## src/rtl/output_power_meter_averager_macros.svh

```systemverilog
// Assertion macros shared by the power meter averager RTL.
// No dependencies; included by modules that carry assertions.
`ifndef OUTPUT_POWER_METER_AVERAGER_MACROS_SVH
`define OUTPUT_POWER_METER_AVERAGER_MACROS_SVH

// same-cycle implication
`define OPMA_ASSERT_IMPL(label, clk, rst, ante, cons, msg) \
   label: assert property (@(posedge clk) disable iff (rst) (ante) |-> (cons)) \
      else $error(msg);

// next-cycle implication
`define OPMA_ASSERT_NEXT(label, clk, rst, ante, cons, msg) \
   label: assert property (@(posedge clk) disable iff (rst) (ante) |=> (cons)) \
      else $error(msg);

`endif

```

## src/rtl/opma_pkg.sv

```systemverilog
// Package for the power meter averager: widths, types and register codes.
// Used by every module of the block.
`default_nettype none

package opma_pkg;

   localparam int SAMPLE_W   = 16;
   localparam int SUM_W      = 24;
   localparam int PSUM_W     = 30;
   localparam int CNT_W      = 8;
   localparam int SCALE_W    = 16;
   localparam int GAIN_W     = 13;
   localparam int PWR_SHIFT  = 10;
   localparam int Q12_SHIFT  = 12;
   localparam int CAL_W      = 17;
   localparam int PCAL_W     = 18;
   localparam int CSR_IDX_W  = 2;
   localparam int CSR_DATA_W = 16;

   localparam int NUM_LANES  = 4;
   localparam int DIV_W      = PSUM_W;
   localparam int LANE_POWER = 0;
   localparam int LANE_VEXT  = 1;
   localparam int LANE_VINT  = 2;
   localparam int LANE_CURR  = 3;

   localparam int QUEUE_DEPTH_DEF = 2;

   localparam logic [CNT_W-1:0]    WINDOW_RST = 8'd64;
   localparam logic [SCALE_W-1:0]  SCALE_RST  = 16'd4096;
   localparam logic [GAIN_W-1:0]   GAIN_RST   = 13'd4096;
   localparam logic [SAMPLE_W-1:0] PWR_SAT    = 16'hFFFF;

   typedef enum logic [CSR_IDX_W-1:0] {
      CSR_WINDOW_COUNT = 2'd0,
      CSR_POWER_SCALE  = 2'd1,
      CSR_VOLTAGE_GAIN = 2'd2,
      CSR_CURRENT_GAIN = 2'd3
   } csr_index_type;

   typedef struct packed {
      logic [GAIN_W-1:0]  current_gain;
      logic [GAIN_W-1:0]  voltage_gain;
      logic [SCALE_W-1:0] power_scale;
      logic [CNT_W-1:0]   window_count;
   } cfg_type;

   typedef struct packed {
      logic [SAMPLE_W-1:0] curr_sample;
      logic [SAMPLE_W-1:0] volt_int;
      logic [SAMPLE_W-1:0] volt_ext;
   } req_type;

   typedef struct packed {
      logic [PSUM_W-1:0] power_sum;
      logic [SUM_W-1:0]  vext_sum;
      logic [SUM_W-1:0]  vint_sum;
      logic [SUM_W-1:0]  curr_sum;
      logic [CNT_W-1:0]  count;
   } window_type;

   typedef struct packed {
      logic full;
      logic empty;
   } q_status_type;

   typedef struct packed {
      logic [2:0]          pad;
      logic [CAL_W-1:0]    curr_cal;
      logic [SAMPLE_W-1:0] curr_avg;
      logic [CAL_W-1:0]    vint_cal;
      logic [SAMPLE_W-1:0] vint_avg;
      logic [CAL_W-1:0]    vext_cal;
      logic [SAMPLE_W-1:0] vext_avg;
      logic [PCAL_W-1:0]   power_cal;
      logic [SAMPLE_W-1:0] power_avg;
   } rsp_type;

   localparam int REQ_W = $bits(req_type);
   localparam int RSP_W = $bits(rsp_type);

endpackage

`default_nettype wire

```

## src/rtl/opma_queue.sv

```systemverilog
// Short FIFO of closed windows between the front and back ends.
// Depends on opma_pkg and the assertion macros header.
`default_nettype none

`include "output_power_meter_averager_macros.svh"

module opma_queue import opma_pkg::*; #(
   parameter int DEPTH = QUEUE_DEPTH_DEF
) (
   input  wire logic       clock,
   input  wire logic       reset,
   input  wire logic       push,
   input  wire window_type push_data,
   input  wire logic       pop,
   output window_type      head,
   output q_status_type    q_stat
);

   localparam int PTR_W = (DEPTH > 1) ? $clog2(DEPTH) : 1;
   localparam int QCNT_W = $clog2(DEPTH + 1);

   window_type         entry_ff [DEPTH];
   logic [PTR_W-1:0]   wr_ptr_ff, wr_ptr_in;
   logic [PTR_W-1:0]   rd_ptr_ff, rd_ptr_in;
   logic [QCNT_W-1:0]  count_ff, count_in;

   assign q_stat.full  = count_ff == QCNT_W'(DEPTH);
   assign q_stat.empty = count_ff == '0;
   assign head         = entry_ff[rd_ptr_ff];

   always_comb begin
      wr_ptr_in = wr_ptr_ff;
      rd_ptr_in = rd_ptr_ff;
      count_in  = count_ff;
      if (push) begin
         wr_ptr_in = (wr_ptr_ff == PTR_W'(DEPTH - 1)) ? '0 : wr_ptr_ff + PTR_W'(1);
      end
      if (pop) begin
         rd_ptr_in = (rd_ptr_ff == PTR_W'(DEPTH - 1)) ? '0 : rd_ptr_ff + PTR_W'(1);
      end
      priority if (push && !pop) begin
         count_in = count_ff + QCNT_W'(1);
      end else if (pop && !push) begin
         count_in = count_ff - QCNT_W'(1);
      end else begin
         count_in = count_ff;
      end
   end

   always_ff @(posedge clock) begin
      if (reset) begin
         wr_ptr_ff <= '0;
         rd_ptr_ff <= '0;
         count_ff  <= '0;
      end else begin
         wr_ptr_ff <= wr_ptr_in;
         rd_ptr_ff <= rd_ptr_in;
         count_ff  <= count_in;
      end
   end

   always_ff @(posedge clock) begin
      if (push) begin
         entry_ff[wr_ptr_ff] <= push_data;
      end
   end

   `OPMA_ASSERT_IMPL(a_no_overflow, clock, reset, push, !q_stat.full, "push into full queue")
   `OPMA_ASSERT_IMPL(a_no_underflow, clock, reset, pop, !q_stat.empty, "pop from empty queue")
   `OPMA_ASSERT_NEXT(a_push_fills, clock, reset, push && !pop, !q_stat.empty, "push lost")

endmodule

`default_nettype wire

```

## config.mk

```make
export PLATFORM = sky130hd
export DESIGN_NAME = opma_queue
export DESIGN_NICKNAME = d
export VERILOG_FILES = /design/src/rtl/opma_pkg.sv /design/src/rtl/opma_queue.sv
export VERILOG_INCLUDE_DIRS = /design/src /design/src/rtl
export SDC_FILE = /design/constraint.sdc
export NUM_CORES = 1
export LEC_CHECK = 0
export ABC_CLOCK_PERIOD_IN_PS = 7110
export BUFFER_PORTS_ARGS = -buffer_cell sky130_fd_sc_hd__buf_2
export CAP_MARGIN = 20
export CORE_ASPECT_RATIO = 0.9
export CORE_MARGIN = 3
export CORE_UTILIZATION = 45
export DETAILED_ROUTE_END_ITERATION = 8
export PLACE_DENSITY = 0.76
export SKIP_CTS_REPAIR_TIMING = 1
export SLEW_MARGIN = 20
export SYNTH_ARGS = -nofsm -noshare
export SYNTH_HDL_FRONTEND = slang
export SYNTH_SLANG_ARGS = --single-unit
```

## constraint.sdc

```tcl
create_clock -name clock -period 7.11 [get_ports clock]
set_clock_uncertainty 0.2 [all_clocks]
set_input_delay 1.422 -clock clock [delete_from_list [all_inputs] [get_ports clock]]
set_output_delay 1.422 -clock clock [all_outputs]
set_load 0.01 [all_outputs]
```

==> results by group <==
Outcome
  • Result of the run: finished clean

Yosys
  • Count of flip-flops with a built-in enable after synthesis: 220
  • Area of the mapped netlist: 8178 um^2
  • Synthesized net count: 479
  • Primary flip-flop cell chosen by synthesis mapping: edfxtp_1
  • Synthesized area per cell: 22.47 um^2
  • Post-synth ARST share: 0
  • Number of instances in the synthesized netlist: 364
  • Synthesized flop and latch total: 225
  • Leading cell types by total area after synthesis: edfxtp_1, mux2_2, buf_6
  • Cell type with the largest total area after synthesis: edfxtp_1
  • Fraction of the yosys area taken by sequential cells: 0.8201
  • Library cells used by synthesis: 17
  • Fraction of post-synthesis cell area in the top cell type by area: 0.8078
  • Total of warnings raised by yosys: 0

STA
  • Pin slew with the least headroom to its limit: 0.8700 ns
  • Unrepaired setup endpoints after global routing: no
  • Setup-violating endpoint count in the final report: 0
  • Summed negative setup slack over all endpoints: 0 ns
  • Final-report hold violation count: 0
  • Final Slew Violations: 0
  • Portion of the clock cycle consumed by the worst path in the final layout: 0.6044
  • Max-slew headroom at the worst pin: 0.4200
  • Final setup slack of the worst path: 2.813 ns
  • Final critical delay including setup and external delays: 4.297 ns
  • Maximum frequency from static timing analysis: 232.7 MHz

Clock network
  • Sinks on Clock Net: 225
  • Worst-case clock buffer depth: 3
  • H-tree lvl count: 1
  • TritonCTS clock tree: yes
  • Clock transition at the registers of the reported paths: 0.06 ns
  • Insertion delay of the later-clocked pin in the worst-skew pair: 0.50 ns
  • CTS Root Buffer Type: clkbuf_16
  • CTS Buf Count: 24

Layout
  • Ant. Diodes: 0
  • Count of nets after finishing: 722
  • Post-layout utilization of the core: 0.5774
  • Area growth from synthesis to final layout: 25.17%
  • Layout cell share with drive strength beyond 1: 0.6006

Route
  • DR iter-0 viols: 183
  • Number of routed nets with antenna violations: 0
  • Detailed-route vias per instance: 4.877
  • WL final: 15,860 um
  • Number of vias after detailed routing: 4,199
  • Number of search-and-repair iterations in the first detailed-routing pass: 4
  • Post-detailed-route wirelength per cell: 18.42 um
  • Residual DRC: 0

Global route
  • Met3 track demand over resource in global routing: 0.03682
  • Antenna violations before repair: 1
  • Number of global-route vias before repair: 4,640
  • Total routing resource utilization after global routing: 0.1545
  • Busiest grt layer: met2
  • Pin count of the biggest net entering global routing: 64
  • Global routing met2 resource utilization: 0.2785
  • Met1 track demand over resource: 0.1869
  • GRT Residual Overflow: 0
  • Global-route wire length before repair: 24,100 um

Floorplan
  • Number of top-level pins: 226
  • Die area: 19,830 um^2
  • DIE HEIGHT: 133.9 um
  • DIE WIDTH: 148.1 um
  • Number of rows in the core area: 46
  • Initial core utilization: 0.4613
  • Core Box Area: 17,730 um^2

Place
  • Final Wtd Congestion: 0.7279
  • Port buffer count: 225
  • Hpwl dp: 10,570 um
  • Pre-CTS worst setup slack: 3.292 ns

Setup path
  • Type of element capturing the critical path: primary output
  • Crit path kind: flop to primary output
  • Worst path arrival time: 2.68 ns
  • Required time worst endpoint: 5.49 ns
  • CP Max Fanout: 63
  • Cell with the largest stage delay on the worst path: dfxtp_4
  • Type of element launching the critical path: flop
  • Setup slack of the worst register-to-register path: 4.64 ns
  • Startpoint of the worst-slack reg-to-reg timing path: wr_ptr_ff
  • Largest stage delay on the critical path: 0.75 ns
  • Ordered list of cells on the worst path: buf_4 > mux2_2 > buf_2

Pwr
  • Worst-case vdd ir drop: 0.1572 mV
  • Ratio of total power to cell area: 293.7 nW/um^2
  • Leakage: 0.003833 uW

Min path
  • Startpoint of the most critical hold path: rd_ptr_ff
  • Class of the tightest hold or removal check: flop to flop

Job
  • Maxcap violations: 0
==> state kept, by name, summed over array words and instances, names as in the netlist, named ones only <==
register   cells
rd_ptr_ff      1
wr_ptr_ff      1
count_ff       2
entry_ff     220
==> metrics by stage <==
stage / power (uW) / cell area [um^2] / hold slack, ns / instances
final: 3006 / 10240 / 0.3179 / 861
after global routing: 3125 / 10240 / 0.3786 / 861
after CTS: 3047 / 10240 / 0.3247 / 861
after detailed placement: 1915 / 9523 / 0.3102 / 821
after global placement: 1900 / 9523 / 0.2763 / 821
after floorplan: 1786 / 8178 / 0.2614 / 364
==> critical path, delay by kind of cell (launching register included) <==
family                 cells  cell delay, ns
buffers and inverters      2            0.88
DFF                        1            0.75
muxes                      1            0.42
==> cell families (layout without fill, tap and decap cells) <==
kind of cell	count (synthesis)	in the layout	synth area share
AO/OA/AOI/OAI	2	2	0.001223
XOR/XNOR	4	4	0.004285
AND/OR/NAND/NOR	9	9	0.005663
adder cells (fa/ha/maj)	1	1	0.001530
multiplexers	110	110	0.1515
buffers and inverters	13	270	0.01576
flip-flops	225	225	0.8201
==> worst paths after layout <==
path,end,cells past startpoint
setup / recovery,head[83],3
hold / removal,rd_ptr_ff,2
setup reg to reg,entry_ff[1][66],2
hold reg to reg,rd_ptr_ff,2
==> cell usage after synthesis, types with 2 or more instances <==
cell type  instances
nor2_1             5
xnor2_1            2
edfxtp_1         220
xor2_1             2
dfxtp_1            5
mux2_2           110
buf_6             10
==> area by class of cell <==
type | count | area [um^2]
clock buffer | 33 | 655.6
clock inverter | 7 | 57.56
fill | 1367 | 7491
inverter | 1 | 3.754
multi-input combinational | 126 | 1353
sequential | 225 | 6710
tap | 240 | 300.3
timing repair buffer | 229 | 1156
==> cells in the final DEF, fill, tap and decap left out, types with 2 or more instances in the layout <==
master | synthesis | final
clkinv_1 | 0 | 2
buf_4 | 1 | 4
nor2_1 | 5 | 5
dfxtp_1 | 5 | 4
clkinv_2 | 0 | 4
xor2_1 | 2 | 2
clkbuf_16 | 0 | 25
xnor2_1 | 2 | 2
mux2_2 | 110 | 110
edfxtp_1 | 220 | 220
buf_2 | 1 | 225
clkbuf_1 | 0 | 8
==> where the power goes <==
part,leakage (uW),switching [uW],total (uW),internal [uW]
registers,0.00211,29.6,1580,1550
logic,0.00138,160,303,143
clock network,0.000350,450,1120,674
total,0.00383,639,3010,2370
==> per-layer routing <==
layer / routed length, um / vias up
met5: 7 / -
li1: - / 1928
met1: 6123 / 2090
met2: 8292 / 154
met3: 1029 / 25
met4: 404 / 2
(Power assumes the default switching activity.)
