--- config.mk ---
export PLATFORM = sky130hd
export DESIGN_NAME = opma_front
export DESIGN_NICKNAME = d
export VERILOG_FILES = /design/src/rtl/output_power_meter_averager_macros.svh /design/src/rtl/opma_pkg.sv /design/src/rtl/opma_front.sv
export SDC_FILE = /design/constraint.sdc
export NUM_CORES = 1
export LEC_CHECK = 0
export BUFFER_PORTS_ARGS = -buffer_cell sky130_fd_sc_hd__buf_2
export CAP_MARGIN = 0
export CORE_ASPECT_RATIO = 2
export CORE_MARGIN = 5
export CORE_UTILIZATION = 45
export CTS_CLUSTER_SIZE = 10
export DETAILED_ROUTE_END_ITERATION = 10
export GPL_TIMING_DRIVEN = 0
export PLACE_DENSITY_LB_ADDON = 0.05
export SYNTH_ARGS = -nofsm -noshare
export SYNTH_HDL_FRONTEND = slang
export SYNTH_SLANG_ARGS = --single-unit
--- constraint.sdc ---
create_clock -name clock -period 25.2 [get_ports clock]
set_input_delay 3.78 -clock clock [delete_from_list [all_inputs] [get_ports clock]]
set_output_delay 3.78 -clock clock [all_outputs]
set_load 0.005 [all_outputs]
--- src/rtl/output_power_meter_averager_macros.svh ---
// Assertion macros shared by the power meter averager RTL.
// No dependencies; included by modules that carry assertions.
`ifndef OUTPUT_POWER_METER_AVERAGER_MACROS_SVH
`define OUTPUT_POWER_METER_AVERAGER_MACROS_SVH

// same-cycle implication
`define OPMA_ASSERT_IMPL(label, clk, rst, ante, cons, msg) \
   label: assert property (@(posedge clk) disable iff (rst) (ante) |-> (cons)) \
      else $error(msg);

// next-cycle implication
`define OPMA_ASSERT_NEXT(label, clk, rst, ante, cons, msg) \
   label: assert property (@(posedge clk) disable iff (rst) (ante) |=> (cons)) \
      else $error(msg);

`endif

--- src/rtl/opma_pkg.sv ---
// Package for the power meter averager: widths, types and register codes.
// Used by every module of the block.
`default_nettype none

package opma_pkg;

   localparam int SAMPLE_W   = 16;
   localparam int SUM_W      = 24;
   localparam int PSUM_W     = 30;
   localparam int CNT_W      = 8;
   localparam int SCALE_W    = 16;
   localparam int GAIN_W     = 13;
   localparam int PWR_SHIFT  = 10;
   localparam int Q12_SHIFT  = 12;
   localparam int CAL_W      = 17;
   localparam int PCAL_W     = 18;
   localparam int CSR_IDX_W  = 2;
   localparam int CSR_DATA_W = 16;

   localparam int NUM_LANES  = 4;
   localparam int DIV_W      = PSUM_W;
   localparam int LANE_POWER = 0;
   localparam int LANE_VEXT  = 1;
   localparam int LANE_VINT  = 2;
   localparam int LANE_CURR  = 3;

   localparam int QUEUE_DEPTH_DEF = 2;

   localparam logic [CNT_W-1:0]    WINDOW_RST = 8'd64;
   localparam logic [SCALE_W-1:0]  SCALE_RST  = 16'd4096;
   localparam logic [GAIN_W-1:0]   GAIN_RST   = 13'd4096;
   localparam logic [SAMPLE_W-1:0] PWR_SAT    = 16'hFFFF;

   typedef enum logic [CSR_IDX_W-1:0] {
      CSR_WINDOW_COUNT = 2'd0,
      CSR_POWER_SCALE  = 2'd1,
      CSR_VOLTAGE_GAIN = 2'd2,
      CSR_CURRENT_GAIN = 2'd3
   } csr_index_type;

   typedef struct packed {
      logic [GAIN_W-1:0]  current_gain;
      logic [GAIN_W-1:0]  voltage_gain;
      logic [SCALE_W-1:0] power_scale;
      logic [CNT_W-1:0]   window_count;
   } cfg_type;

   typedef struct packed {
      logic [SAMPLE_W-1:0] curr_sample;
      logic [SAMPLE_W-1:0] volt_int;
      logic [SAMPLE_W-1:0] volt_ext;
   } req_type;

   typedef struct packed {
      logic [PSUM_W-1:0] power_sum;
      logic [SUM_W-1:0]  vext_sum;
      logic [SUM_W-1:0]  vint_sum;
      logic [SUM_W-1:0]  curr_sum;
      logic [CNT_W-1:0]  count;
   } window_type;

   typedef struct packed {
      logic full;
      logic empty;
   } q_status_type;

   typedef struct packed {
      logic [2:0]          pad;
      logic [CAL_W-1:0]    curr_cal;
      logic [SAMPLE_W-1:0] curr_avg;
      logic [CAL_W-1:0]    vint_cal;
      logic [SAMPLE_W-1:0] vint_avg;
      logic [CAL_W-1:0]    vext_cal;
      logic [SAMPLE_W-1:0] vext_avg;
      logic [PCAL_W-1:0]   power_cal;
      logic [SAMPLE_W-1:0] power_avg;
   } rsp_type;

   localparam int REQ_W = $bits(req_type);
   localparam int RSP_W = $bits(rsp_type);

endpackage

`default_nettype wire

--- src/rtl/opma_front.sv ---
// Front end: accepts sample words, keeps the running sums, closes windows.
// Depends on opma_pkg; pushes closed windows into opma_queue.
`default_nettype none

module opma_front import opma_pkg::*; (
   input  wire logic              clock,
   input  wire logic              reset,
   input  wire logic              req_tvalid,
   output logic                   req_tready,
   input  wire logic [REQ_W-1:0]  req_tdata,
   input  wire logic [CNT_W-1:0]  window_count,
   input  wire q_status_type      q_stat,
   output logic                   push,
   output window_type             push_data
);

   logic [PSUM_W-1:0] psum_ff, psum_in;
   logic [SUM_W-1:0]  vext_ff, vext_in;
   logic [SUM_W-1:0]  vint_ff, vint_in;
   logic [SUM_W-1:0]  curr_ff, curr_in;
   logic [CNT_W-1:0]  count_ff, count_in;
   req_type           req;
   logic [2*SAMPLE_W-1:0] prod;
   logic [PSUM_W-1:0] psum_nx;
   logic [SUM_W-1:0]  vext_nx, vint_nx, curr_nx;
   logic [CNT_W-1:0]  count_nx;
   logic              accept, close;

   assign req        = req_type'(req_tdata);
   assign req_tready = !q_stat.full;
   assign accept     = req_tvalid && req_tready;

   assign prod     = (2*SAMPLE_W)'(req.volt_int) * (2*SAMPLE_W)'(req.curr_sample);
   assign psum_nx  = psum_ff + PSUM_W'(prod[2*SAMPLE_W-1:PWR_SHIFT]);
   assign vext_nx  = vext_ff + SUM_W'(req.volt_ext);
   assign vint_nx  = vint_ff + SUM_W'(req.volt_int);
   assign curr_nx  = curr_ff + SUM_W'(req.curr_sample);
   assign count_nx = count_ff + CNT_W'(1);
   assign close    = count_nx >= window_count;

   assign push      = accept && close;
   assign push_data = '{power_sum: psum_nx, vext_sum: vext_nx, vint_sum: vint_nx,
                        curr_sum: curr_nx, count: count_nx};

   always_comb begin
      psum_in  = psum_ff;
      vext_in  = vext_ff;
      vint_in  = vint_ff;
      curr_in  = curr_ff;
      count_in = count_ff;
      if (accept) begin
         if (close) begin
            psum_in  = '0;
            vext_in  = '0;
            vint_in  = '0;
            curr_in  = '0;
            count_in = '0;
         end else begin
            psum_in  = psum_nx;
            vext_in  = vext_nx;
            vint_in  = vint_nx;
            curr_in  = curr_nx;
            count_in = count_nx;
         end
      end
   end

   always_ff @(posedge clock) begin
      if (reset) begin
         psum_ff  <= '0;
         vext_ff  <= '0;
         vint_ff  <= '0;
         curr_ff  <= '0;
         count_ff <= '0;
      end else begin
         psum_ff  <= psum_in;
         vext_ff  <= vext_in;
         vint_ff  <= vint_in;
         curr_ff  <= curr_in;
         count_ff <= count_in;
      end
   end

endmodule

`default_nettype wire

==> out/metrics.yaml <==
ys_seq_area_frac: 0.139
cts_buffers: 9
num_antenna_cells: 0
synth-edff-count: 0
grt_pass1_wl_mm: 80.3
drt-total-wl_mm: 51.9
first_pass_iters: 4
path_clk_slew_ps: 90
cts.repair.resized: 0
cpMaxStageDelayCell: "clkbuf_1"
clk_latency_ps: 380
setup_viol: 0
hold_viol: 0
netlist_area_um2: 15800
antenna_found_initial: 0
wl_per_cell_um: 20.6
netlist_instances: 1885
cp_data_arrival_time_ps: 12520
met3_usage: 0.0342
hpwl_mm: 43.7
critPathMaxStageDelay_ps: 670
rr_worst_depth: 14
syn_area_per_cell_um2: 8.40
area_growth_syn_to_layout_pct: 10.8
gp_congestion: 0.899
whs_path_depth: 2
dr.first_iter.drc_count: 559
use_met2: 0.525
ant_nets: 0
die_w_um: 143
seq_area_um2: 2200
finClkSkew_ps: 17.1
fmax_ghz: 0.0614
finalCritPeriodShare: 0.647
die_y_um: 275
clock_sinks: 110
grt_usage: 0.269
synthArstFlopShare: 0
crit_required_ps: 21420
synth-seq-cells: 110
ys.warnings.count: 0
hold_class: "reg -> reg"
max-clock-path-buffers: 2
grt_pass1_vias: 14600
num_vias: 13700
critical_path_class: "in -> out"
crit_top_cell: "fa_1"
met1_usage: 0.271
worst-path-max-fanout: 10
start_util: 0.453
holdPathEnd: "vext_ff[2]"
drc: 0
tightest_slew_ps: 946
rsz0062_at_grt: "false"
rrSetupSlack_ps: 20410
via_per_inst: 5.46
root_buffer: "clkbuf_16"
busiest_layer: "met2"
io_pins: 173
layout-drive-gt1-share: 0.0999
drv_cap: 0
slew_violations: 0
syn-num-nets: 2325
max_slew_margin: 0.361
post-cts-setup-buffers: 0
nNetsFinal: 2507
postCtsHoldBufs: 0
final.min_clock_period_ps: 16300
hp-start: "vext_ff[2]"
ys.flop_type: "dfxtp_1"
multiInputGateArea_um2: 12400
cts_tree: "built"
grt_max_degree: 22
r2r_end: "curr_ff[21]"
portBuffers: 171
status: "completed"
final.fill_count: 3478
num_rows: 97
cp-start-kind: "input port"
r2r_start: "count_ff[0]"
tns_ps: 0
overflow: 0
end_kind: "output port"
coreArea_um2: 35000
synth_cell_types: 61
htree_levels: 3
die_area_um2: 39200
[kinds of logic (layout without fill, tap and decap cells)]
| logic type | after synthesis | in the layout | share of synthesized area |
|---|---|---|---|
| buffers and inverters | 335 | 522 | 0.0795 |
| adder cells (fa/ha/maj) | 379 | 379 | 0.393 |
| AO/OA/AOI/OAI | 313 | 313 | 0.130 |
| AND/OR/NAND/NOR | 610 | 610 | 0.181 |
| flip-flops | 110 | 110 | 0.139 |
| XOR/XNOR | 138 | 138 | 0.0764 |
[routing by layer]
metal	up-vias	part of all wire	wire length, um
met5	-	0	0
met4	0	0.059	3070
met3	127	0.044	2290
met2	352	0.56	29000
met1	6750	0.34	17500
li1	6506	-	-
[synthesized netlist by cell type (3+ instances only)]
| cell type | n | area, um2 |
|---|---|---|
| inv_1 | 269 | 1010 |
| nand2_1 | 257 | 965 |
| fa_1 | 197 | 3940 |
| ha_1 | 182 | 2280 |
| a21oi_1 | 121 | 606 |
| and2_1 | 111 | 694 |
| dfxtp_1 | 110 | 2200 |
| nor2_1 | 91 | 342 |
| xnor2_1 | 89 | 780 |
| nand3_1 | 61 | 305 |
| clkbuf_1 | 60 | 225 |
| xor2_1 | 49 | 429 |
| a21o_1 | 39 | 293 |
| o21ai_0 | 33 | 165 |
| a22o_1 | 23 | 201 |
| nor3_1 | 18 | 90.1 |
| and3_1 | 15 | 93.8 |
| a22oi_1 | 12 | 90.1 |
| nor2b_1 | 11 | 68.8 |
| o21bai_1 | 11 | 82.6 |
| or3_1 | 11 | 68.8 |
| a31oi_1 | 9 | 56.3 |
| nand2b_1 | 9 | 56.3 |
| o211ai_1 | 9 | 67.6 |
| nand4_1 | 8 | 50.1 |
| a211oi_1 | 7 | 52.6 |
| o21a_1 | 7 | 52.6 |
| buf_1 | 5 | 18.8 |
| o31ai_1 | 5 | 37.5 |
| a31o_2 | 4 | 35.0 |
| o2111ai_1 | 4 | 35.0 |
| or2_2 | 4 | 25.0 |
| a21boi_0 | 3 | 22.5 |
| a41oi_1 | 3 | 26.3 |
| and4_1 | 3 | 26.3 |
| nand3b_1 | 3 | 22.5 |
| nor4_1 | 3 | 18.8 |
[flip-flops by register name, summed over array words and instances (netlist names)]
| name | count |
|---|---|
| count_ff | 8 |
| vint_ff | 24 |
| vext_ff | 24 |
| psum_ff | 30 |
| curr_ff | 24 |
[critical path, delay by kind of cell]
family | cells | cell delay [ps]
adders and majority gates | 8 | 3710
and+or+nand+nor | 7 | 1110
AOI/OAI and AO/OA | 8 | 2200
buffers and inverters | 6 | 1260
xor gates and xnor gates | 2 | 430
[through the flow]
stage	cells	instance area [um2]	worst slack, ps	utilization	hold slack (ps)
6_report	2517	17500	8900	0.502	457
5_1_grt	2517	17500	8460	0.502	477
3_5_place_dp	2501	17200	8970	0.493	449
4_1_cts	2517	17500	8900	0.502	462
2_1_floorplan	1885	15800	10560	-	436
3_3_place_gp	2501	17200	8910	0.493	443
[worst max path at each step]
stage	start	endpoint	cells after the start
finish	req_tdata[25]	push_data[107]	31
global route	req_tdata[25]	push_data[109]	31
CTS	req_tdata[24]	push_data[107]	31
detailed placement	req_tdata[23]	push_data[107]	32
global placement	req_tdata[25]	push_data[107]	31
floorplan	req_tdata[38]	push_data[104]	31
[cell type report]
| class | count | share of cell area |
|---|---|---|
| Inverter | 269 | 0.0576 |
| Tap cell | 445 | 0.0317 |
| Buffer | 66 | 0.0142 |
| Sequential cell | 110 | 0.126 |
| Clock inverter | 7 | 0.00442 |
| Timing Repair Buffer | 171 | 0.0488 |
| Clock buffer | 9 | 0.0128 |
| Multi-Input combinational cell | 1440 | 0.705 |
[placed cells by master (no fill, tap or decap), types with 4 or more instances in the layout]
| cell type | instances |
|---|---|
| inv_1 | 269 |
| nand2_1 | 257 |
| fa_1 | 197 |
| ha_1 | 182 |
| buf_2 | 172 |
| a21oi_1 | 121 |
| and2_1 | 111 |
| dfxtp_1 | 110 |
| nor2_1 | 91 |
| xnor2_1 | 89 |
| nand3_1 | 61 |
| clkbuf_1 | 60 |
| xor2_1 | 49 |
| a21o_1 | 39 |
| o21ai_0 | 33 |
| a22o_1 | 23 |
| nor3_1 | 18 |
| and3_1 | 15 |
| a22oi_1 | 12 |
| nor2b_1 | 11 |
| o21bai_1 | 11 |
| or3_1 | 11 |
| o211ai_1 | 9 |
| a31oi_1 | 9 |
| nand2b_1 | 9 |
| clkbuf_16 | 9 |
| nand4_1 | 8 |
| o21a_1 | 7 |
| a211oi_1 | 7 |
| o31ai_1 | 5 |
| buf_1 | 5 |
| or2_2 | 4 |
| o2111ai_1 | 4 |
| a31o_2 | 4 |
Power is not shown: default switching activity piles up to over one toggle a cycle in this logic, so the estimate is an artifact.
