<file path="src/rtl/output_power_meter_averager_macros.svh">
// Assertion macros shared by the power meter averager RTL.
// No dependencies; included by modules that carry assertions.
`ifndef OUTPUT_POWER_METER_AVERAGER_MACROS_SVH
`define OUTPUT_POWER_METER_AVERAGER_MACROS_SVH

// same-cycle implication
`define OPMA_ASSERT_IMPL(label, clk, rst, ante, cons, msg) \
   label: assert property (@(posedge clk) disable iff (rst) (ante) |-> (cons)) \
      else $error(msg);

// next-cycle implication
`define OPMA_ASSERT_NEXT(label, clk, rst, ante, cons, msg) \
   label: assert property (@(posedge clk) disable iff (rst) (ante) |=> (cons)) \
      else $error(msg);

`endif

</file>
<file path="src/rtl/opma_pkg.sv">
// Package for the power meter averager: widths, types and register codes.
// Used by every module of the block.
`default_nettype none

package opma_pkg;

   localparam int SAMPLE_W   = 16;
   localparam int SUM_W      = 24;
   localparam int PSUM_W     = 30;
   localparam int CNT_W      = 8;
   localparam int SCALE_W    = 16;
   localparam int GAIN_W     = 13;
   localparam int PWR_SHIFT  = 10;
   localparam int Q12_SHIFT  = 12;
   localparam int CAL_W      = 17;
   localparam int PCAL_W     = 18;
   localparam int CSR_IDX_W  = 2;
   localparam int CSR_DATA_W = 16;

   localparam int NUM_LANES  = 4;
   localparam int DIV_W      = PSUM_W;
   localparam int LANE_POWER = 0;
   localparam int LANE_VEXT  = 1;
   localparam int LANE_VINT  = 2;
   localparam int LANE_CURR  = 3;

   localparam int QUEUE_DEPTH_DEF = 2;

   localparam logic [CNT_W-1:0]    WINDOW_RST = 8'd64;
   localparam logic [SCALE_W-1:0]  SCALE_RST  = 16'd4096;
   localparam logic [GAIN_W-1:0]   GAIN_RST   = 13'd4096;
   localparam logic [SAMPLE_W-1:0] PWR_SAT    = 16'hFFFF;

   typedef enum logic [CSR_IDX_W-1:0] {
      CSR_WINDOW_COUNT = 2'd0,
      CSR_POWER_SCALE  = 2'd1,
      CSR_VOLTAGE_GAIN = 2'd2,
      CSR_CURRENT_GAIN = 2'd3
   } csr_index_type;

   typedef struct packed {
      logic [GAIN_W-1:0]  current_gain;
      logic [GAIN_W-1:0]  voltage_gain;
      logic [SCALE_W-1:0] power_scale;
      logic [CNT_W-1:0]   window_count;
   } cfg_type;

   typedef struct packed {
      logic [SAMPLE_W-1:0] curr_sample;
      logic [SAMPLE_W-1:0] volt_int;
      logic [SAMPLE_W-1:0] volt_ext;
   } req_type;

   typedef struct packed {
      logic [PSUM_W-1:0] power_sum;
      logic [SUM_W-1:0]  vext_sum;
      logic [SUM_W-1:0]  vint_sum;
      logic [SUM_W-1:0]  curr_sum;
      logic [CNT_W-1:0]  count;
   } window_type;

   typedef struct packed {
      logic full;
      logic empty;
   } q_status_type;

   typedef struct packed {
      logic [2:0]          pad;
      logic [CAL_W-1:0]    curr_cal;
      logic [SAMPLE_W-1:0] curr_avg;
      logic [CAL_W-1:0]    vint_cal;
      logic [SAMPLE_W-1:0] vint_avg;
      logic [CAL_W-1:0]    vext_cal;
      logic [SAMPLE_W-1:0] vext_avg;
      logic [PCAL_W-1:0]   power_cal;
      logic [SAMPLE_W-1:0] power_avg;
   } rsp_type;

   localparam int REQ_W = $bits(req_type);
   localparam int RSP_W = $bits(rsp_type);

endpackage

`default_nettype wire

</file>
<file path="src/rtl/opma_divider.sv">
// Multi-lane restoring divider, one quotient bit per lane per cycle.
// Depends on opma_pkg; all lanes share the divisor and the step counter.
`default_nettype none

module opma_divider import opma_pkg::*; (
   input  wire logic              clock,
   input  wire logic              reset,
   input  wire logic              start,
   input  wire logic [DIV_W-1:0]  dividend [NUM_LANES],
   input  wire logic [CNT_W-1:0]  divisor,
   output logic [DIV_W-1:0]       quotient [NUM_LANES],
   output logic                   done
);

   localparam int STEP_W = $clog2(DIV_W + 1);

   logic [DIV_W-1:0]  work_ff [NUM_LANES];
   logic [DIV_W-1:0]  work_in [NUM_LANES];
   logic [CNT_W-1:0]  rem_ff  [NUM_LANES];
   logic [CNT_W-1:0]  rem_in  [NUM_LANES];
   logic [CNT_W:0]    trial   [NUM_LANES];
   logic [CNT_W-1:0]  divisor_ff;
   logic [STEP_W-1:0] step_ff, step_in;
   logic              busy_ff, busy_in;
   logic              done_ff, done_in;
   logic              last;

   assign last = busy_ff && (step_ff == STEP_W'(1));

   always_comb begin
      for (int i = 0; i < NUM_LANES; i++) begin
         trial[i] = {rem_ff[i], work_ff[i][DIV_W-1]};
         if (trial[i] >= {1'b0, divisor_ff}) begin
            rem_in[i]  = CNT_W'(trial[i] - {1'b0, divisor_ff});
            work_in[i] = {work_ff[i][DIV_W-2:0], 1'b1};
         end else begin
            rem_in[i]  = trial[i][CNT_W-1:0];
            work_in[i] = {work_ff[i][DIV_W-2:0], 1'b0};
         end
         quotient[i] = work_ff[i];
      end
      busy_in = start ? 1'b1 : (last ? 1'b0 : busy_ff);
      step_in = start ? STEP_W'(DIV_W) : (busy_ff ? step_ff - STEP_W'(1) : step_ff);
      done_in = last;
   end

   assign done = done_ff;

   always_ff @(posedge clock) begin
      if (reset) begin
         busy_ff <= 1'b0;
         done_ff <= 1'b0;
         step_ff <= '0;
      end else begin
         busy_ff <= busy_in;
         done_ff <= done_in;
         step_ff <= step_in;
      end
   end

   always_ff @(posedge clock) begin
      if (start) begin
         divisor_ff <= divisor;
         for (int i = 0; i < NUM_LANES; i++) begin
            work_ff[i] <= dividend[i];
            rem_ff[i]  <= '0;
         end
      end else if (busy_ff) begin
         for (int i = 0; i < NUM_LANES; i++) begin
            work_ff[i] <= work_in[i];
            rem_ff[i]  <= rem_in[i];
         end
      end
   end

endmodule

`default_nettype wire

</file>
<file path="src/rtl/opma_back.sv">
// Back end: divides a closed window, applies scale and gains, holds the result word.
// Depends on opma_pkg, opma_divider and the assertion macros header.
`default_nettype none

`include "output_power_meter_averager_macros.svh"

module opma_back import opma_pkg::*; (
   input  wire logic              clock,
   input  wire logic              reset,
   input  wire cfg_type           cfg,
   input  wire q_status_type      q_stat,
   input  wire window_type        head,
   output logic                   pop,
   output logic                   rsp_tvalid,
   input  wire logic              rsp_tready,
   output logic [RSP_W-1:0]       rsp_tdata
);

   typedef enum logic [5:0] {
      ST_IDLE   = 6'b000001,
      ST_DIVIDE = 6'b000010,
      ST_SCALE  = 6'b000100,
      ST_VGAIN  = 6'b001000,
      ST_CGAIN  = 6'b010000,
      ST_HOLD   = 6'b100000
   } back_state_type;

   back_state_type          state_ff, state_in;
   logic [DIV_W-1:0]        dividend [NUM_LANES];
   logic [DIV_W-1:0]        quotient [NUM_LANES];
   logic                    div_start, div_done;
   logic [PSUM_W-1:0]       pq_ff;
   logic [SAMPLE_W-1:0]     vea_ff, via_ff, cua_ff, pavg_ff;
   logic [CAL_W-1:0]        vec_ff, vic_ff, cuc_ff, pv_ff;
   logic [PCAL_W-1:0]       pcal_ff;
   logic [PSUM_W+SCALE_W-1:0]          pscaled;
   logic [SAMPLE_W+GAIN_W-1:0]         vec_prod, vic_prod, cuc_prod, pv_prod;
   logic [CAL_W+GAIN_W-1:0]            pcal_prod;
   logic                    capture, scale, vgain, cgain, load;
   logic                    rsp_valid_ff, rsp_valid_in;
   rsp_type                 rsp_ff;

   assign dividend[LANE_POWER] = DIV_W'(head.power_sum);
   assign dividend[LANE_VEXT]  = DIV_W'(head.vext_sum);
   assign dividend[LANE_VINT]  = DIV_W'(head.vint_sum);
   assign dividend[LANE_CURR]  = DIV_W'(head.curr_sum);

   opma_divider u_divider (
      .clock    (clock),
      .reset    (reset),
      .start    (div_start),
      .dividend (dividend),
      .divisor  (head.count),
      .quotient (quotient),
      .done     (div_done)
   );

   always_comb begin
      state_in  = state_ff;
      pop       = 1'b0;
      div_start = 1'b0;
      capture   = 1'b0;
      scale     = 1'b0;
      vgain     = 1'b0;
      cgain     = 1'b0;
      load      = 1'b0;
      unique case (state_ff)
         ST_IDLE: begin
            if (!q_stat.empty) begin
               pop       = 1'b1;
               div_start = 1'b1;
               state_in  = ST_DIVIDE;
            end
         end
         ST_DIVIDE: begin
            if (div_done) begin
               capture  = 1'b1;
               state_in = ST_SCALE;
            end
         end
         ST_SCALE: begin
            scale    = 1'b1;
            state_in = ST_VGAIN;
         end
         ST_VGAIN: begin
            vgain    = 1'b1;
            state_in = ST_CGAIN;
         end
         ST_CGAIN: begin
            cgain    = 1'b1;
            state_in = ST_HOLD;
         end
         ST_HOLD: begin
            if (!rsp_valid_ff || rsp_tready) begin
               load     = 1'b1;
               state_in = ST_IDLE;
            end
         end
         default: state_in = ST_IDLE;
      endcase
   end

   assign pscaled   = (PSUM_W+SCALE_W)'(pq_ff) * (PSUM_W+SCALE_W)'(cfg.power_scale);
   assign vec_prod  = (SAMPLE_W+GAIN_W)'(vea_ff) * (SAMPLE_W+GAIN_W)'(cfg.voltage_gain);
   assign vic_prod  = (SAMPLE_W+GAIN_W)'(via_ff) * (SAMPLE_W+GAIN_W)'(cfg.voltage_gain);
   assign cuc_prod  = (SAMPLE_W+GAIN_W)'(cua_ff) * (SAMPLE_W+GAIN_W)'(cfg.current_gain);
   assign pv_prod   = (SAMPLE_W+GAIN_W)'(pavg_ff) * (SAMPLE_W+GAIN_W)'(cfg.voltage_gain);
   assign pcal_prod = (CAL_W+GAIN_W)'(pv_ff) * (CAL_W+GAIN_W)'(cfg.current_gain);

   assign rsp_valid_in = load ? 1'b1 : (rsp_tready ? 1'b0 : rsp_valid_ff);

   always_ff @(posedge clock) begin
      if (reset) begin
         state_ff     <= ST_IDLE;
         rsp_valid_ff <= 1'b0;
      end else begin
         state_ff     <= state_in;
         rsp_valid_ff <= rsp_valid_in;
      end
   end

   always_ff @(posedge clock) begin
      if (capture) begin
         pq_ff  <= PSUM_W'(quotient[LANE_POWER]);
         vea_ff <= quotient[LANE_VEXT][SAMPLE_W-1:0];
         via_ff <= quotient[LANE_VINT][SAMPLE_W-1:0];
         cua_ff <= quotient[LANE_CURR][SAMPLE_W-1:0];
      end
      if (scale) begin
         // saturate the Q12-scaled power average
         pavg_ff <= (|pscaled[PSUM_W+SCALE_W-1:Q12_SHIFT+SAMPLE_W]) ? PWR_SAT
                    : pscaled[Q12_SHIFT+SAMPLE_W-1:Q12_SHIFT];
         vec_ff  <= vec_prod[SAMPLE_W+GAIN_W-1:Q12_SHIFT];
         vic_ff  <= vic_prod[SAMPLE_W+GAIN_W-1:Q12_SHIFT];
         cuc_ff  <= cuc_prod[SAMPLE_W+GAIN_W-1:Q12_SHIFT];
      end
      if (vgain) begin
         pv_ff <= pv_prod[SAMPLE_W+GAIN_W-1:Q12_SHIFT];
      end
      if (cgain) begin
         pcal_ff <= pcal_prod[CAL_W+GAIN_W-1:Q12_SHIFT];
      end
      if (load) begin
         rsp_ff <= '{pad: 3'b000, curr_cal: cuc_ff, curr_avg: cua_ff,
                     vint_cal: vic_ff, vint_avg: via_ff,
                     vext_cal: vec_ff, vext_avg: vea_ff,
                     power_cal: pcal_ff, power_avg: pavg_ff};
      end
   end

   assign rsp_tvalid = rsp_valid_ff;
   assign rsp_tdata  = rsp_ff;

   `OPMA_ASSERT_IMPL(a_done_in_divide, clock, reset, div_done, state_ff == ST_DIVIDE, "divider done outside divide")
   `OPMA_ASSERT_NEXT(a_hold_stalls, clock, reset, state_ff == ST_HOLD && rsp_valid_ff && !rsp_tready, state_ff == ST_HOLD, "result overwritten while stalled")
   `OPMA_ASSERT_IMPL(a_pop_idle, clock, reset, pop, state_ff == ST_IDLE, "window popped while busy")

endmodule

`default_nettype wire

</file>
<file path="config.mk">
export PLATFORM = sky130hd
export DESIGN_NAME = opma_back
export DESIGN_NICKNAME = d
export VERILOG_FILES = /design/src/rtl/opma_pkg.sv /design/src/rtl/opma_divider.sv /design/src/rtl/opma_back.sv
export VERILOG_INCLUDE_DIRS = /design/src /design/src/rtl
export SDC_FILE = /design/constraint.sdc
export NUM_CORES = 2
export LEC_CHECK = 0
export BUFFER_PORTS_ARGS = -buffer_cell sky130_fd_sc_hd__buf_2
export CORE_ASPECT_RATIO = 0.6
export CORE_MARGIN = 3
export CORE_UTILIZATION = 50
export CTS_CLUSTER_DIAMETER = 150
export DETAILED_ROUTE_END_ITERATION = 6
export PLACE_DENSITY_LB_ADDON = 0.05
export SLEW_MARGIN = 20
export SYNTH_ARGS = -nofsm -noshare
export SYNTH_HDL_FRONTEND = slang
export SYNTH_HIERARCHICAL = 1
export SYNTH_SLANG_ARGS = --single-unit
</file>
<file path="constraint.sdc">
create_clock -name clock -period 9.8 [get_ports clock]
set_input_delay 1.96 -clock clock [delete_from_list [all_inputs] [get_ports clock]]
set_output_delay 1.96 -clock clock [all_outputs]
set_load 0.03 [all_outputs]
</file>
==> impl_metrics.sql <==
INSERT INTO impl_metrics (metric_group, metric, value, unit) VALUES
('synth', 'postSynthCellCount', '6595', ''),
('placed_design', 'hpwl', '130000', 'µm'),
('route', 'antenna_violating_nets_post_route', '0', ''),
('placed_design', 'globalplace.congestion', '0.872', ''),
('route', 'detail_route.drc_violations', '0', ''),
('clocking', 'cts.root.buffer_cell', 'sky130_fd_sc_hd__clkbuf_16', ''),
('clocking', 'cts.hold.buffers_added', '0', ''),
('synth', 'synth.largest_area_cell', 'sky130_fd_sc_hd__fa_1', ''),
('sta', 'rsz_0062_raised_after_global_routing', 'no', ''),
('synth', 'synth.area.top_cells', 'sky130_fd_sc_hd__fa_1, sky130_fd_sc_hd__edfxtp_1, sky130_fd_sc_hd__ha_1', ''),
('synth', 'synthesis.area_per_instance', '9.86', 'µm²'),
('global_route', 'globalRoute.totalOverflow', '0', ''),
('clocking', 'cts_post_setup_buffers_inserted', '0', ''),
('critical_path', 'critPathSlowestCell', 'sky130_fd_sc_hd__fa_1', ''),
('critical_path', 'cpMostUsedCell', 'sky130_fd_sc_hd__fa_1', ''),
('synth', 'synth_top_cell_area_share', '0.360', ''),
('synth', 'yosys_most_used_dff', 'sky130_fd_sc_hd__edfxtp_1', ''),
('critical_path', 'crit_family', 'adder cells', ''),
('sta', 'timing.final.setup_violations', '0', ''),
('clocking', 'post_cts_resized', '0', ''),
('finish', 'post_layout_nonfiller_instances', '8465', ''),
('sta', 'time_the_final_worst_path_needs_with_i_o_delays_and_setup', '8.63', 'ns'),
('sta', 'fin_worst_skew', '0.0405', 'ns'),
('critical_path', 'crit_fanout', '26', ''),
('synth', 'synth-edff-count', '473', ''),
('sta', 'final.setup.tns', '0', 'ns'),
('route', 'dr_total_vias', '44744', ''),
('finish', 'syn_to_final_growth', '7.46', '%'),
('critical_path', 'critPathMaxStageDelay', '0.54', 'ns'),
('finish', 'drive_above_1_share', '0.0744', ''),
('clocking', 'cts_tree', 'done', ''),
('critical_path', 'critPathKind', 'in -> reg', ''),
('route', 'dr.first_iter.drc_count', '2971', ''),
('synth', 'ys.warnings.count', '6', ''),
('synth', 'synth_area', '0.0651', 'mm²'),
('floorplanning', 'die_area', '0.135', 'mm²'),
('synth', 'synth_top_cells_by_count', 'sky130_fd_sc_hd__nand2_1, sky130_fd_sc_hd__inv_1, sky130_fd_sc_hd__fa_1', ''),
('critical_path', 'crit_start_category', 'primary input', ''),
('critical_path', 'critical_path_buf_inv_count', '4', ''),
('route', 'detail_route.wl_per_cell', '19.9', 'µm'),
('global_route', 'grt_pass1_vias', '47161', ''),
('sta', 'timing.max_slew.rel_slack', '0.316', ''),
('clocking', 'cts.reportedPaths.clkPinSlew', '0.06', 'ns'),
('job', 'max_cap_check_violation_count', '0', ''),
('sta', 'final-hold-violation-count', '0', ''),
('floorplanning', 'floorplan.rows', '101', ''),
('global_route', 'grt_use_total', '0.258', ''),
('critical_path', 'endpoint_kind', 'flip-flop', ''),
('clocking', 'clkSinkCount', '487', ''),
('power', 'cellLeakagePower', '33.1', 'nW'),
('critical_path', 'timing.critical_path.arrival', '9.03', 'ns'),
('min_path', 'worst_hold_path_type', 'reg -> reg', ''),
('global_route', 'pin_count_of_the_biggest_net_entering_global_routing', '134', ''),
('placed_design', 'numPortBuffers', '290', ''),
('sta', 'final-max-slew-violation-count', '0', ''),
('power', 'power_per_cell_area', '209', 'mW/mm²'),
('route', 'number_of_detailed_route_iterations_in_the_first_pass', '5', ''),
('sta', 'worstMarginPinSlew', '1.02', 'ns'),
('run_status', 'run_status', 'completed', ''),
('critical_path', 'crit_path_cells', 'buf_2 > nand2_1 > fa_1 > fa_1 > fa_1 > inv_1 > fa_1 > fa_1 > inv_1 > fa_1 > inv_1 > ha_1 > a21oi_2 > o211ai_1 > a211oi_2 > o21ai_1 > a31oi_2 > o21ai_0 > xnor2_1 > o2111a_1 > and4_4 > or4b_1', ''),
('synth', 'sequential_element_share_of_the_synthesized_area', '0.223', ''),
('finish', 'fill_cells', '11450', ''),
('route', 'via_per_inst', '5.29', ''),
('floorplanning', 'die_width', '472', 'µm'),
('sta', 'timing.final.crit_share', '0.880', ''),
('floorplanning', 'die-height', '285', 'µm'),
('floorplanning', 'placeable_core_area', '0.128', 'mm²'),
('synth', 'ys_async_sr_fraction', '0', ''),
('synth', 'synth-seq-cells', '487', ''),
('finish', 'seq_area', '0.0145', 'mm²'),
('clocking', 'clockBufferDepth', '3', '');
[where the power goes]
group / total, mW / switching, mW / internal (mW)
clock network: 2.06 / 0.940 / 1.12
logic: 9.66 / 5.83 / 3.83
registers: 2.90 / 0.114 / 2.78
[routing by layer]
layer / global-route usage / share of wire / up-vias
met1: 0.409 / 0.49 / 22776
li1: - / - / 20493
met2: 0.377 / 0.42 / 1331
met5: 0 / 0.000077 / -
met3: 0.0444 / 0.073 / 142
met4: 0.0413 / 0.016 / 2
[cells by family (layout without fill, tap and decap cells)]
kind of cell,after synthesis,in the layout,share of synthesized area
AOI/OAI and AO/OA,458,458,0.0466
other,1,25,0.0000576
buffers and inverters,1536,1683,0.0897
muxes,6,6,0.000942
xor gates and xnor gates,121,121,0.0163
adders and majority gates,1669,1669,0.456
and+or+nand+nor,2317,2317,0.168
DFF,487,487,0.223
[registers in the layout, summed over array words and instances (netlist names)]
name	cells
rsp_tdata	133
u_divider/work_ff	120
u_divider/rem_ff	32
pq_ff	30
pcal_ff	18
cuc_ff	17
pv_ff	17
vec_ff	17
vic_ff	17
cua_ff	16
pavg_ff	16
vea_ff	16
via_ff	16
u_divider/divisor_ff	8
state_ff	6
u_divider/step_ff	5
rsp_tvalid	1
u_divider/busy_ff	1
u_divider/done	1
[metrics by stage]
step	worst slack, ns	utilization	area (µm²)	hold slack [ns]
3_5_place_dp	0.615	0.533	68100	0.405
6_report	1.17	0.547	69900	0.415
5_1_grt	0.775	0.547	69900	0.414
4_1_cts	1.33	0.547	69900	0.418
2_1_floorplan	1.21	-	65100	0.400
3_3_place_gp	0.611	0.533	68100	0.404
[worst register-to-register path: stages, from the launching register on]
cell and delay (ns):
sky130_fd_sc_hd__edfxtp_1 0.73, sky130_fd_sc_hd__and2_1 0.35, sky130_fd_sc_hd__fa_1 0.53, sky130_fd_sc_hd__inv_1 0.05, sky130_fd_sc_hd__fa_1 0.41, sky130_fd_sc_hd__fa_1 0.54, sky130_fd_sc_hd__inv_1 0.05, sky130_fd_sc_hd__fa_1 0.44
sky130_fd_sc_hd__fa_1 0.51, sky130_fd_sc_hd__inv_1 0.05, sky130_fd_sc_hd__fa_1 0.49, sky130_fd_sc_hd__inv_1 0.05, sky130_fd_sc_hd__ha_1 0.34, sky130_fd_sc_hd__a21oi_2 0.23, sky130_fd_sc_hd__o211ai_1 0.14, sky130_fd_sc_hd__a211oi_2 0.43
sky130_fd_sc_hd__o21ai_1 0.25, sky130_fd_sc_hd__a31oi_2 0.40, sky130_fd_sc_hd__o21ai_0 0.16, sky130_fd_sc_hd__xnor2_1 0.23, sky130_fd_sc_hd__o2111a_1 0.21, sky130_fd_sc_hd__and4_4 0.33, sky130_fd_sc_hd__or4b_1 0.47
[cells in the final DEF (no fill, tap or decap), drive strengths merged, types with 13 or more instances in the layout]
cell       n
nor2b     25
a21o      54
clkbuf    55
nand2b    13
conb      21
a211oi    22
o31ai     13
and2     625
fa      1169
nor3      38
nand4     25
o21ai     82
o211ai    14
inv     1220
ha       500
xor2      46
nand2   1335
a31oi     17
clkinv    22
xnor2     75
o21a      21
dfxtp     14
nand3     47
buf      372
or4b      18
a21oi    150
edfxtp   473
nor2     114
[layout make-up]
type,count,share of cell area
antenna,4,0.000143
clock buffer,55,0.0188
clock inverter,41,0.00610
inverter,1215,0.0653
multi-input combinational,4592,0.641
sequential,487,0.207
tap,1699,0.0304
timing repair buffer,372,0.0306
[path summary, 6_finish.rpt]
path / cells after the start / startpoint / end / slack (ns)
worst max-delay path: 22 / cfg[9] / pavg_ff[11] / 1.17
worst min register to register: 0 / cuc_ff[2] / rsp_tdata[118] / 0.41
worst min-delay path: 0 / cuc_ff[2] / rsp_tdata[118] / 0.41
worst max register to register: 22 / pq_ff[7] / pavg_ff[11] / 2.15
No activity file was read; power rests on OpenSTA's default activity.
